File: config.mk
export PLATFORM = sky130hd
export DESIGN_NAME = stop_and_wait_frame_receiver
export DESIGN_NICKNAME = d
export VERILOG_FILES = /design/src/hdl/swfr_pkg.sv /design/src/hdl/swfr_front.sv /design/src/hdl/swfr_queue.sv /design/src/hdl/swfr_back.sv /design/src/hdl/stop_and_wait_frame_receiver.sv
export SDC_FILE = /design/constraint.sdc
export NUM_CORES = 1
export LEC_CHECK = 0
export ABC_AREA = 1
export BUFFER_PORTS_ARGS = -buffer_cell sky130_fd_sc_hd__buf_2
export CORE_MARGIN = 8
export CORE_UTILIZATION = 40
export DETAILED_ROUTE_END_ITERATION = 10
export PLACE_DENSITY = 0.63
export SYNTH_ARGS = -nofsm -noshare
export SYNTH_HDL_FRONTEND = slang
export SYNTH_HIERARCHICAL = 1
export SYNTH_SLANG_ARGS = --single-unit
File: constraint.sdc
create_clock -name clk -period 2.2 [get_ports clk]
set_input_delay 0.11 -clock clk [delete_from_list [all_inputs] [get_ports clk]]
set_output_delay 0.11 -clock clk [all_outputs]
set_load 0.02 [all_outputs]
File: src/hdl/swfr_pkg.sv
`default_nettype none

package swfr_pkg;

    localparam int unsigned BYTE_W = 8;
    localparam int unsigned KIND_W = 3;
    localparam int unsigned CFG_INDEX_W = 3;

    localparam logic [KIND_W-1:0] KIND_DATA   = 3'd0;
    localparam logic [KIND_W-1:0] KIND_ACCEPT = 3'd1;
    localparam logic [KIND_W-1:0] KIND_FAIL   = 3'd2;
    localparam logic [KIND_W-1:0] KIND_DUP    = 3'd3;
    localparam logic [KIND_W-1:0] KIND_ABORT  = 3'd4;

    localparam logic [CFG_INDEX_W-1:0] REG_FLAG        = 3'd0;
    localparam logic [CFG_INDEX_W-1:0] REG_ESCAPE      = 3'd1;
    localparam logic [CFG_INDEX_W-1:0] REG_ESC_FLAG    = 3'd2;
    localparam logic [CFG_INDEX_W-1:0] REG_ESC_ESCAPE  = 3'd3;
    localparam logic [CFG_INDEX_W-1:0] REG_ADDRESS     = 3'd4;
    localparam logic [CFG_INDEX_W-1:0] REG_CTRL_SEQ0   = 3'd5;
    localparam logic [CFG_INDEX_W-1:0] REG_CTRL_SEQ1   = 3'd6;

    typedef struct packed {
        logic [BYTE_W-1:0] flag_value;
        logic [BYTE_W-1:0] escape_value;
        logic [BYTE_W-1:0] escaped_flag_value;
        logic [BYTE_W-1:0] escaped_escape_value;
        logic [BYTE_W-1:0] sender_address;
        logic [BYTE_W-1:0] info_control_seq0;
        logic [BYTE_W-1:0] info_control_seq1;
    } cfg_t;

    // A received byte together with its comparisons against the configuration.
    typedef struct packed {
        logic [BYTE_W-1:0] rx_byte;
        logic              is_flag;
        logic              is_escape;
        logic              is_esc_flag;
        logic              is_esc_escape;
        logic              is_address;
        logic              is_seq0;
        logic              is_seq1;
    } class_t;

    typedef struct packed {
        logic [KIND_W-1:0] result_kind;
        logic [BYTE_W-1:0] data_byte;
        logic              reply_needed;
        logic              reply_reject;
        logic              reply_seq;
    } result_t;

endpackage

`default_nettype wire

File: src/hdl/swfr_front.sv
`default_nettype none

module swfr_front
(
    input  wire logic [swfr_pkg::BYTE_W-1:0] rx_byte,
    input  wire swfr_pkg::cfg_t               cfg,
    output swfr_pkg::class_t                  cls
);
    import swfr_pkg::*;

    always_comb
    begin
        cls.rx_byte       = rx_byte;
        cls.is_flag       = (rx_byte == cfg.flag_value);
        cls.is_escape     = (rx_byte == cfg.escape_value);
        cls.is_esc_flag   = (rx_byte == cfg.escaped_flag_value);
        cls.is_esc_escape = (rx_byte == cfg.escaped_escape_value);
        cls.is_address    = (rx_byte == cfg.sender_address);
        cls.is_seq0       = (rx_byte == cfg.info_control_seq0);
        cls.is_seq1       = (rx_byte == cfg.info_control_seq1);
    end

endmodule

`default_nettype wire

File: src/hdl/swfr_queue.sv
`default_nettype none

module swfr_queue
(
    input  wire logic             clk,
    input  wire logic             rst_n,
    input  wire logic             push,
    input  wire swfr_pkg::class_t push_data,
    output logic                  full,
    input  wire logic             pop,
    output logic                  head_valid,
    output swfr_pkg::class_t      head_data
);
    import swfr_pkg::*;

    class_t     entry_reg [2];
    logic       wr_ptr_reg;
    logic       rd_ptr_reg;
    logic [1:0] count_reg;
    logic       do_push;
    logic       do_pop;

    assign full       = (count_reg == 2'd2);
    assign head_valid = (count_reg != 2'd0);
    assign head_data  = entry_reg[rd_ptr_reg];
    assign do_push    = push && !full;
    assign do_pop     = pop && head_valid;

    always_ff @(posedge clk)
    begin
        if (do_push)
        begin
            entry_reg[wr_ptr_reg] <= push_data;
        end
    end

    always_ff @(posedge clk or negedge rst_n)
    begin
        if (!rst_n)
        begin
            wr_ptr_reg <= 1'b0;
            rd_ptr_reg <= 1'b0;
            count_reg  <= 2'd0;
        end
        else
        begin
            if (do_push)
            begin
                wr_ptr_reg <= !wr_ptr_reg;
            end
            if (do_pop)
            begin
                rd_ptr_reg <= !rd_ptr_reg;
            end
            if (do_push && !do_pop)
            begin
                count_reg <= count_reg + 2'd1;
            end
            else if (do_pop && !do_push)
            begin
                count_reg <= count_reg - 2'd1;
            end
        end
    end

endmodule

`default_nettype wire

File: src/hdl/swfr_back.sv
`default_nettype none

module swfr_back
#(
    parameter int unsigned MAX_STUFFED_BYTES = 2048
)
(
    input  wire logic             clk,
    input  wire logic             rst_n,
    input  wire swfr_pkg::cfg_t   cfg,
    input  wire logic             in_valid,
    input  wire swfr_pkg::class_t in_cls,
    output logic                  in_take,
    output logic                  out_valid,
    input  wire logic             out_ready,
    output swfr_pkg::result_t     out_res
);
    import swfr_pkg::*;

    localparam int unsigned CNT_W = $clog2(MAX_STUFFED_BYTES + 1);
    localparam logic [CNT_W-1:0] CNT_MAX = CNT_W'(MAX_STUFFED_BYTES);

    typedef enum logic [2:0]
    {
        PH_HUNT = 3'd0,
        PH_FLAG = 3'd1,
        PH_ADDR = 3'd2,
        PH_CTRL = 3'd3,
        PH_DATA = 3'd4
    } phase_t;

    phase_t            phase_reg, phase_next;
    logic              exp_seq_reg, exp_seq_next;
    logic              dup_reg, dup_next;
    logic [BYTE_W-1:0] hdr_reg, hdr_next;
    logic              esc_pend_reg, esc_pend_next;
    logic [BYTE_W-1:0] held_reg, held_next;
    logic              held_valid_reg, held_valid_next;
    logic [BYTE_W-1:0] check_reg, check_next;
    logic [CNT_W-1:0]  cnt_reg, cnt_next;
    logic              out_valid_reg, out_valid_next;
    result_t           out_res_reg, out_res_next;

    logic              produce;
    result_t           res;
    logic              have;
    logic [BYTE_W-1:0] dest;
    logic              want;
    logic              again;

    assign in_take   = in_valid && (!out_valid_reg || out_ready);
    assign out_valid = out_valid_reg;
    assign out_res   = out_res_reg;

    always_comb
    begin
        phase_next      = phase_reg;
        exp_seq_next    = exp_seq_reg;
        dup_next        = dup_reg;
        hdr_next        = hdr_reg;
        esc_pend_next   = esc_pend_reg;
        held_next       = held_reg;
        held_valid_next = held_valid_reg;
        check_next      = check_reg;
        cnt_next        = cnt_reg;
        produce         = 1'b0;
        res             = '0;
        have            = 1'b0;
        dest            = '0;
        want            = exp_seq_reg ? in_cls.is_seq1 : in_cls.is_seq0;
        again           = exp_seq_reg ? in_cls.is_seq0 : in_cls.is_seq1;

        if (in_take)
        begin
            case (phase_reg)
                PH_FLAG:
                begin
                    if (in_cls.is_flag)
                    begin
                        phase_next = PH_FLAG;
                    end
                    else if (in_cls.is_address)
                    begin
                        dup_next   = 1'b0;
                        hdr_next   = in_cls.rx_byte;
                        phase_next = PH_ADDR;
                    end
                    else
                    begin
                        phase_next = PH_HUNT;
                    end
                end
                PH_ADDR:
                begin
                    dup_next = again;
                    if (in_cls.is_flag)
                    begin
                        phase_next = PH_FLAG;
                    end
                    else if (want || again)
                    begin
                        hdr_next   = hdr_reg ^ in_cls.rx_byte;
                        phase_next = PH_CTRL;
                    end
                    else
                    begin
                        phase_next = PH_HUNT;
                    end
                end
                PH_CTRL:
                begin
                    if (in_cls.is_flag)
                    begin
                        phase_next = PH_FLAG;
                    end
                    else if (in_cls.rx_byte == hdr_reg)
                    begin
                        phase_next      = PH_DATA;
                        esc_pend_next   = 1'b0;
                        held_valid_next = 1'b0;
                        held_next       = '0;
                        check_next      = '0;
                        cnt_next        = '0;
                    end
                    else
                    begin
                        phase_next = PH_HUNT;
                    end
                end
                PH_DATA:
                begin
                    if (cnt_reg >= CNT_MAX)
                    begin
                        phase_next      = PH_HUNT;
                        produce         = 1'b1;
                        res.result_kind = KIND_ABORT;
                    end
                    else if (in_cls.is_flag)
                    begin
                        phase_next    = PH_HUNT;
                        esc_pend_next = 1'b0;
                        produce       = 1'b1;
                        if (!held_valid_reg)
                        begin
                            res.result_kind = KIND_ABORT;
                        end
                        else if (dup_reg)
                        begin
                            res.result_kind  = KIND_DUP;
                            res.reply_needed = 1'b1;
                            res.reply_seq    = exp_seq_reg;
                        end
                        else if (check_reg != held_reg)
                        begin
                            res.result_kind  = KIND_FAIL;
                            res.reply_needed = 1'b1;
                            res.reply_reject = 1'b1;
                            res.reply_seq    = exp_seq_reg;
                        end
                        else
                        begin
                            res.result_kind  = KIND_ACCEPT;
                            res.reply_needed = 1'b1;
                            res.reply_seq    = !exp_seq_reg;
                            exp_seq_next     = !exp_seq_reg;
                        end
                    end
                    else
                    begin
                        cnt_next = cnt_reg + 1'b1;
                        if (esc_pend_reg)
                        begin
                            esc_pend_next = 1'b0;
                            if (in_cls.is_esc_flag)
                            begin
                                dest = cfg.flag_value;
                                have = 1'b1;
                            end
                            else if (in_cls.is_esc_escape)
                            begin
                                dest = cfg.escape_value;
                                have = 1'b1;
                            end
                        end
                        else if (in_cls.is_escape)
                        begin
                            esc_pend_next = 1'b1;
                        end
                        else
                        begin
                            dest = in_cls.rx_byte;
                            have = 1'b1;
                        end
                        if (have)
                        begin
                            if (held_valid_reg)
                            begin
                                check_next = check_reg ^ held_reg;
                                if (!dup_reg)
                                begin
                                    produce         = 1'b1;
                                    res.result_kind = KIND_DATA;
                                    res.data_byte   = held_reg;
                                end
                            end
                            held_next       = dest;
                            held_valid_next = 1'b1;
                        end
                    end
                end
                default:
                begin
                    phase_next = in_cls.is_flag ? PH_FLAG : PH_HUNT;
                end
            endcase
        end

        out_valid_next = out_valid_reg;
        out_res_next   = out_res_reg;
        if (in_take && produce)
        begin
            out_valid_next = 1'b1;
            out_res_next   = res;
        end
        else if (out_ready)
        begin
            out_valid_next = 1'b0;
        end
    end

    always_ff @(posedge clk or negedge rst_n)
    begin
        if (!rst_n)
        begin
            phase_reg      <= PH_HUNT;
            exp_seq_reg    <= 1'b0;
            dup_reg        <= 1'b0;
            hdr_reg        <= '0;
            esc_pend_reg   <= 1'b0;
            held_reg       <= '0;
            held_valid_reg <= 1'b0;
            check_reg      <= '0;
            cnt_reg        <= '0;
            out_valid_reg  <= 1'b0;
            out_res_reg    <= '0;
        end
        else
        begin
            phase_reg      <= phase_next;
            exp_seq_reg    <= exp_seq_next;
            dup_reg        <= dup_next;
            hdr_reg        <= hdr_next;
            esc_pend_reg   <= esc_pend_next;
            held_reg       <= held_next;
            held_valid_reg <= held_valid_next;
            check_reg      <= check_next;
            cnt_reg        <= cnt_next;
            out_valid_reg  <= out_valid_next;
            out_res_reg    <= out_res_next;
        end
    end

endmodule

`default_nettype wire

File: src/hdl/stop_and_wait_frame_receiver.sv
// Path: a taken byte is written into the queue, the frame state machine takes it from there,
// and any result it yields is held in the output register until the output handshake.
// Throughput: one received byte per cycle; a stalled output fills the two-entry queue
// between the byte classifier and the frame state machine before the input stalls.
// Reset: rst_n clears the frame state, the expected sequence bit, the queue and the
// output register at once, and restores the configuration registers to their defaults.
`default_nettype none

module stop_and_wait_frame_receiver
#(
    parameter int unsigned MAX_STUFFED_BYTES = 2048
)
(
    input  wire logic                             clk,
    input  wire logic                             rst_n,
    input  wire logic                             s_tvalid,
    output logic                                  s_tready,
    input  wire logic [7:0]                       s_tdata,   // rx_byte[7:0]
    output logic                                  m_tvalid,
    input  wire logic                             m_tready,
    // data_byte[7:0], reply_needed[8], reply_reject[9], reply_seq[10], zeros above
    output logic [15:0]                           m_tdata,
    output logic [2:0]                            m_tuser,   // result_kind[2:0]
    input  wire logic                             cfg_valid,
    output logic                                  cfg_ready,
    input  wire logic [swfr_pkg::CFG_INDEX_W-1:0] cfg_index,
    input  wire logic [7:0]                       cfg_data
);
    import swfr_pkg::*;

    cfg_t    cfg_reg;
    class_t  front_cls;
    class_t  head_cls;
    logic    q_full;
    logic    head_valid;
    logic    take;
    result_t res;

    assign cfg_ready = 1'b1;
    assign s_tready  = !q_full;

    always_ff @(posedge clk or negedge rst_n)
    begin
        if (!rst_n)
        begin
            cfg_reg.flag_value          <= 8'd126;
            cfg_reg.escape_value        <= 8'd125;
            cfg_reg.escaped_flag_value  <= 8'd94;
            cfg_reg.escaped_escape_value <= 8'd93;
            cfg_reg.sender_address      <= 8'd3;
            cfg_reg.info_control_seq0   <= 8'd0;
            cfg_reg.info_control_seq1   <= 8'd64;
        end
        else if (cfg_valid)
        begin
            case (cfg_index)
                REG_FLAG:       cfg_reg.flag_value           <= cfg_data;
                REG_ESCAPE:     cfg_reg.escape_value         <= cfg_data;
                REG_ESC_FLAG:   cfg_reg.escaped_flag_value   <= cfg_data;
                REG_ESC_ESCAPE: cfg_reg.escaped_escape_value <= cfg_data;
                REG_ADDRESS:    cfg_reg.sender_address       <= cfg_data;
                REG_CTRL_SEQ0:  cfg_reg.info_control_seq0    <= cfg_data;
                REG_CTRL_SEQ1:  cfg_reg.info_control_seq1    <= cfg_data;
                default:        cfg_reg                      <= cfg_reg;
            endcase
        end
    end

    swfr_front u_front
    (
        .rx_byte (s_tdata),
        .cfg     (cfg_reg),
        .cls     (front_cls)
    );

    swfr_queue u_queue
    (
        .clk        (clk),
        .rst_n      (rst_n),
        .push       (s_tvalid),
        .push_data  (front_cls),
        .full       (q_full),
        .pop        (take),
        .head_valid (head_valid),
        .head_data  (head_cls)
    );

    swfr_back
    #(
        .MAX_STUFFED_BYTES (MAX_STUFFED_BYTES)
    )
    u_back
    (
        .clk       (clk),
        .rst_n     (rst_n),
        .cfg       (cfg_reg),
        .in_valid  (head_valid),
        .in_cls    (head_cls),
        .in_take   (take),
        .out_valid (m_tvalid),
        .out_ready (m_tready),
        .out_res   (res)
    );

    assign m_tuser = res.result_kind;
    assign m_tdata = {5'd0, res.reply_seq, res.reply_reject, res.reply_needed, res.data_byte};

endmodule

`default_nettype wire

==> impl_results.md <==
* CP Cell Sequence: buf_4 > nand2_1 > nand2_1 > nor2_1 > nand2_1 > nand2_2 > o21ai_0 > and2_1 > nand3_4 > nand2_1 > nand2_1
* Pins Over Slew Limit at 0
* NumNets Final at about 1200
* Area delta synth->final at 13.8%
* Vias in the first global route at between 6000 and 7000
* Worst setup SP type: register
* FF-to-FF path depth at 11
* Commonest cells after routing, fill and taps aside: nand2_1, inv_1, dfrtp_1
* Post-Synthesis Cells at around 1100
* CTS buffer count at 17
* Hold Crit Class: input port to register
* RD Place Congestion at 0.842
* Port Buffers at 39
* Total Wirelength at 19600 µm
* Syn_area_per_cell at 7.38 µm²
* P per Cell Area at 974 mW/mm²
* WL/cell at roughly 13 µm
* RSZ-0062 raised after global routing: false
* Die H at between 150 and 200 µm
* Overall Global Routing Usage at roughly 16%
* Core area at 0.0208 mm²
* Worst Skew at between 0.015 and 0.02 ns
* Net Sw Power at 3.24 mW
* Number of synthesized flops with an enable pin at 30
* Row count at 53
* DR DRC count at 0
* DR vias/cell at 4.74
* Worst Max-Slew Pin Slew at a little under 0.6 ns
* Post-synthesis sequential area ratio at a little under half
* Hold Path Depth at 4
* Status: finished, final reports clean
* Final ANT Viol Nets at 0
* Reg-to-reg slack, setup at 0.22 ns
* Seq cells post-synth at approximately 150
* FFs w/ async S/R, synth at approximately 80%
* Cell Area, Synth at 0.00835 mm²
* Worst EP required at between 2 and 3 ns
* # clock sinks at between 100 and 150
* Largest stage delay, worst path at between 0.4 and 0.5 ns
* Sequential share of power at 39.7%
* CTS H-tree lvls at 4
* Placement Cell Area at 0.00878 mm²
* CTS root buf: clkbuf_16
* Clock power share at 31.8%
* Synth Flop Type: dfrtp_1
* Final Cycle Share at roughly 90%
* Pre-antenna DRT Iters at 5
* Layout cell share with drive strength beyond 1 at 16.5%
* Total power at ~9.3 mW
* Crit path depth at 11
* Crit. End Element: register
* Largest net degree at the start of global routing at just under 60
* Smallest hold slack at roughly 0.037 ns
* CTS tree: done
* Gr ovfl total at 0
* Synthesis warning total at 6
* Combinational share of power at 28.5%
* Switching Share at a little over a third
* Hold Fails Final Rpt at 0
* Internal power at between 6 and 7 mW
* CTS Buffer Depth at 2
* Top Ports at between 40 and 50
* Synth cell types at 43
* Hpwl dp at between 10000 and 15000 µm
* Max reg flops at 56
* Worst VDD drop at around 0.51 mV
* Slew HR at between 60% and 70%
* Leakage power at 4.84 nW
* WP buf/inv at 1
* Post CTS Setup Buffer Count at 0
* First DRT Iteration DRCs at 370
* Worst Path Class, Setup: register to register
* Commonest non-fill, non-tap cell in the layout: nand2_1
* CP most frequent cell: nand2_1
* Max_cap viols at 0
* Max Freq at slightly above 500 MHz
* Clock latency on the worst-skew pair at ~0.43 ns
* Final instance area at about 0.0095 mm²
* Slowest-stage cell, CP: dfrtp_1
* Die Span X at between 150 and 200 µm
* Initial core utilization at around 40%
* Final setup violation count at 0
* Fin cells at around 1500
* Final min period at just under 2 ns
* Vias at 6971
* Inst Count DP at between 1000 and 1500
* Initial antenna violation count at 0
* Critical path's top delay family: simple AND/OR/NAND/NOR gates
* Die ar. at roughly 0.026 mm²
* Clock slew seen by the registers of the worst setup and hold paths at around 0.07 ns
* Number of diodes at 0
* Critical-path maximum fanout at 10
* First-pass GRT wire length at 33600 µm
* Crit path DAT at 2.29 ns
-- final cells by class --
class	instances	area [µm²]
tap	275	344
fill	2068	11200
clock buffer	19	453
multi-input combinational	821	3690
sequential	148	3880
clock inverter	13	148
inverter	120	458
timing repair buffer	76	528
-- stage by stage --
| stage | setup TNS [ns] | utilization (%) | worst slack (ns) |
|---|---|---|---|
| after floorplan | 0 | - | 0.364 |
| after global placement | 0 | 42.3 | 0.0224 |
| after detailed placement | -0.279 | 42.3 | -0.0309 |
| after CTS | 0 | 45.7 | 0.147 |
| after global routing | 0 | 45.8 | 0.0260 |
| final | 0 | 45.8 | 0.221 |
-- cells in the mapped netlist, drive strengths merged, types with 2 or more instances --
master | number | share of area [%]
xnor2 | 7 | 0.73
conb | 2 | 0.090
nand2 | 546 | 25
xor2 | 3 | 0.31
edfxtp | 30 | 11
dfstp | 25 | 7.9
o21bai | 2 | 0.18
a211oi | 8 | 0.72
nand3 | 65 | 4.2
inv | 120 | 5.5
or2 | 5 | 0.37
a21oi | 16 | 1.2
nor3 | 4 | 0.36
nand4 | 21 | 1.6
ha | 3 | 0.45
clkbuf | 3 | 0.15
nor2 | 76 | 4.0
buf | 44 | 4.0
o21ai | 52 | 3.8
dfrtp | 93 | 28
-- worst paths after layout --
kind | endpoint | from
max in group asynchronous | cfg_reg[16] | rst_n
min in group asynchronous | u_queue/wr_ptr_reg | rst_n
setup / recovery | u_back/held_reg[3] | u_queue/rd_ptr_reg
hold / removal | cfg_reg[38] | cfg_index[2]
setup reg to reg | u_back/held_reg[3] | u_queue/rd_ptr_reg
hold reg to reg | cfg_reg[38] | cfg_reg[38]
-- power groups by stage --
stage	combinational [mW]	sequential, mW	clock [mW]
after floorplan	1.99	3.62	0
after global placement	2.57	3.72	0
after detailed placement	2.61	3.72	0
after CTS	2.64	3.68	3.01
after global routing	3.03	3.74	3.11
final	2.64	3.68	2.94
-- tightest hold or removal path, stage by stage --
cell and delay, ns:
buf_2 0.12, nor2_4 0.09, nand3_1 0.09, nand2_1 0.05
-- what timing repair did --
| action | CTS | global route |
|---|---|---|
| hold endpoints to repair | 138 | 0 |
| setup endpoints to repair | 12 | 12 |
| gates resized for setup | 1 | 2 |
| hold buffers | 11 | 0 |
-- cell families after synthesis --
| family | Yosys count | share of synthesized area (%) |
|---|---|---|
| buf+inv | 167 | 9.65 |
| fa+ha+maj | 3 | 0.449 |
| compound gates | 83 | 6.44 |
| other cells | 2 | 0.0899 |
| flops | 148 | 46.5 |
| xor+xnor | 10 | 1.05 |
| simple gates | 719 | 35.8 |
-- routing by layer --
| metal | part of all wire [%] | global-route usage, % | wire [µm] | vias to the layer above |
|---|---|---|---|---|
| li1 | - | - | - | 3616 |
| met1 | 47 | 20.1 | 9220 | 3187 |
| met2 | 47 | 26.3 | 9180 | 141 |
| met3 | 4.0 | 3.05 | 792 | 27 |
| met4 | 2.1 | 6.46 | 416 | 0 |
| met5 | 0 | 0 | 0 | - |
Power figures use the tool's default switching activity.
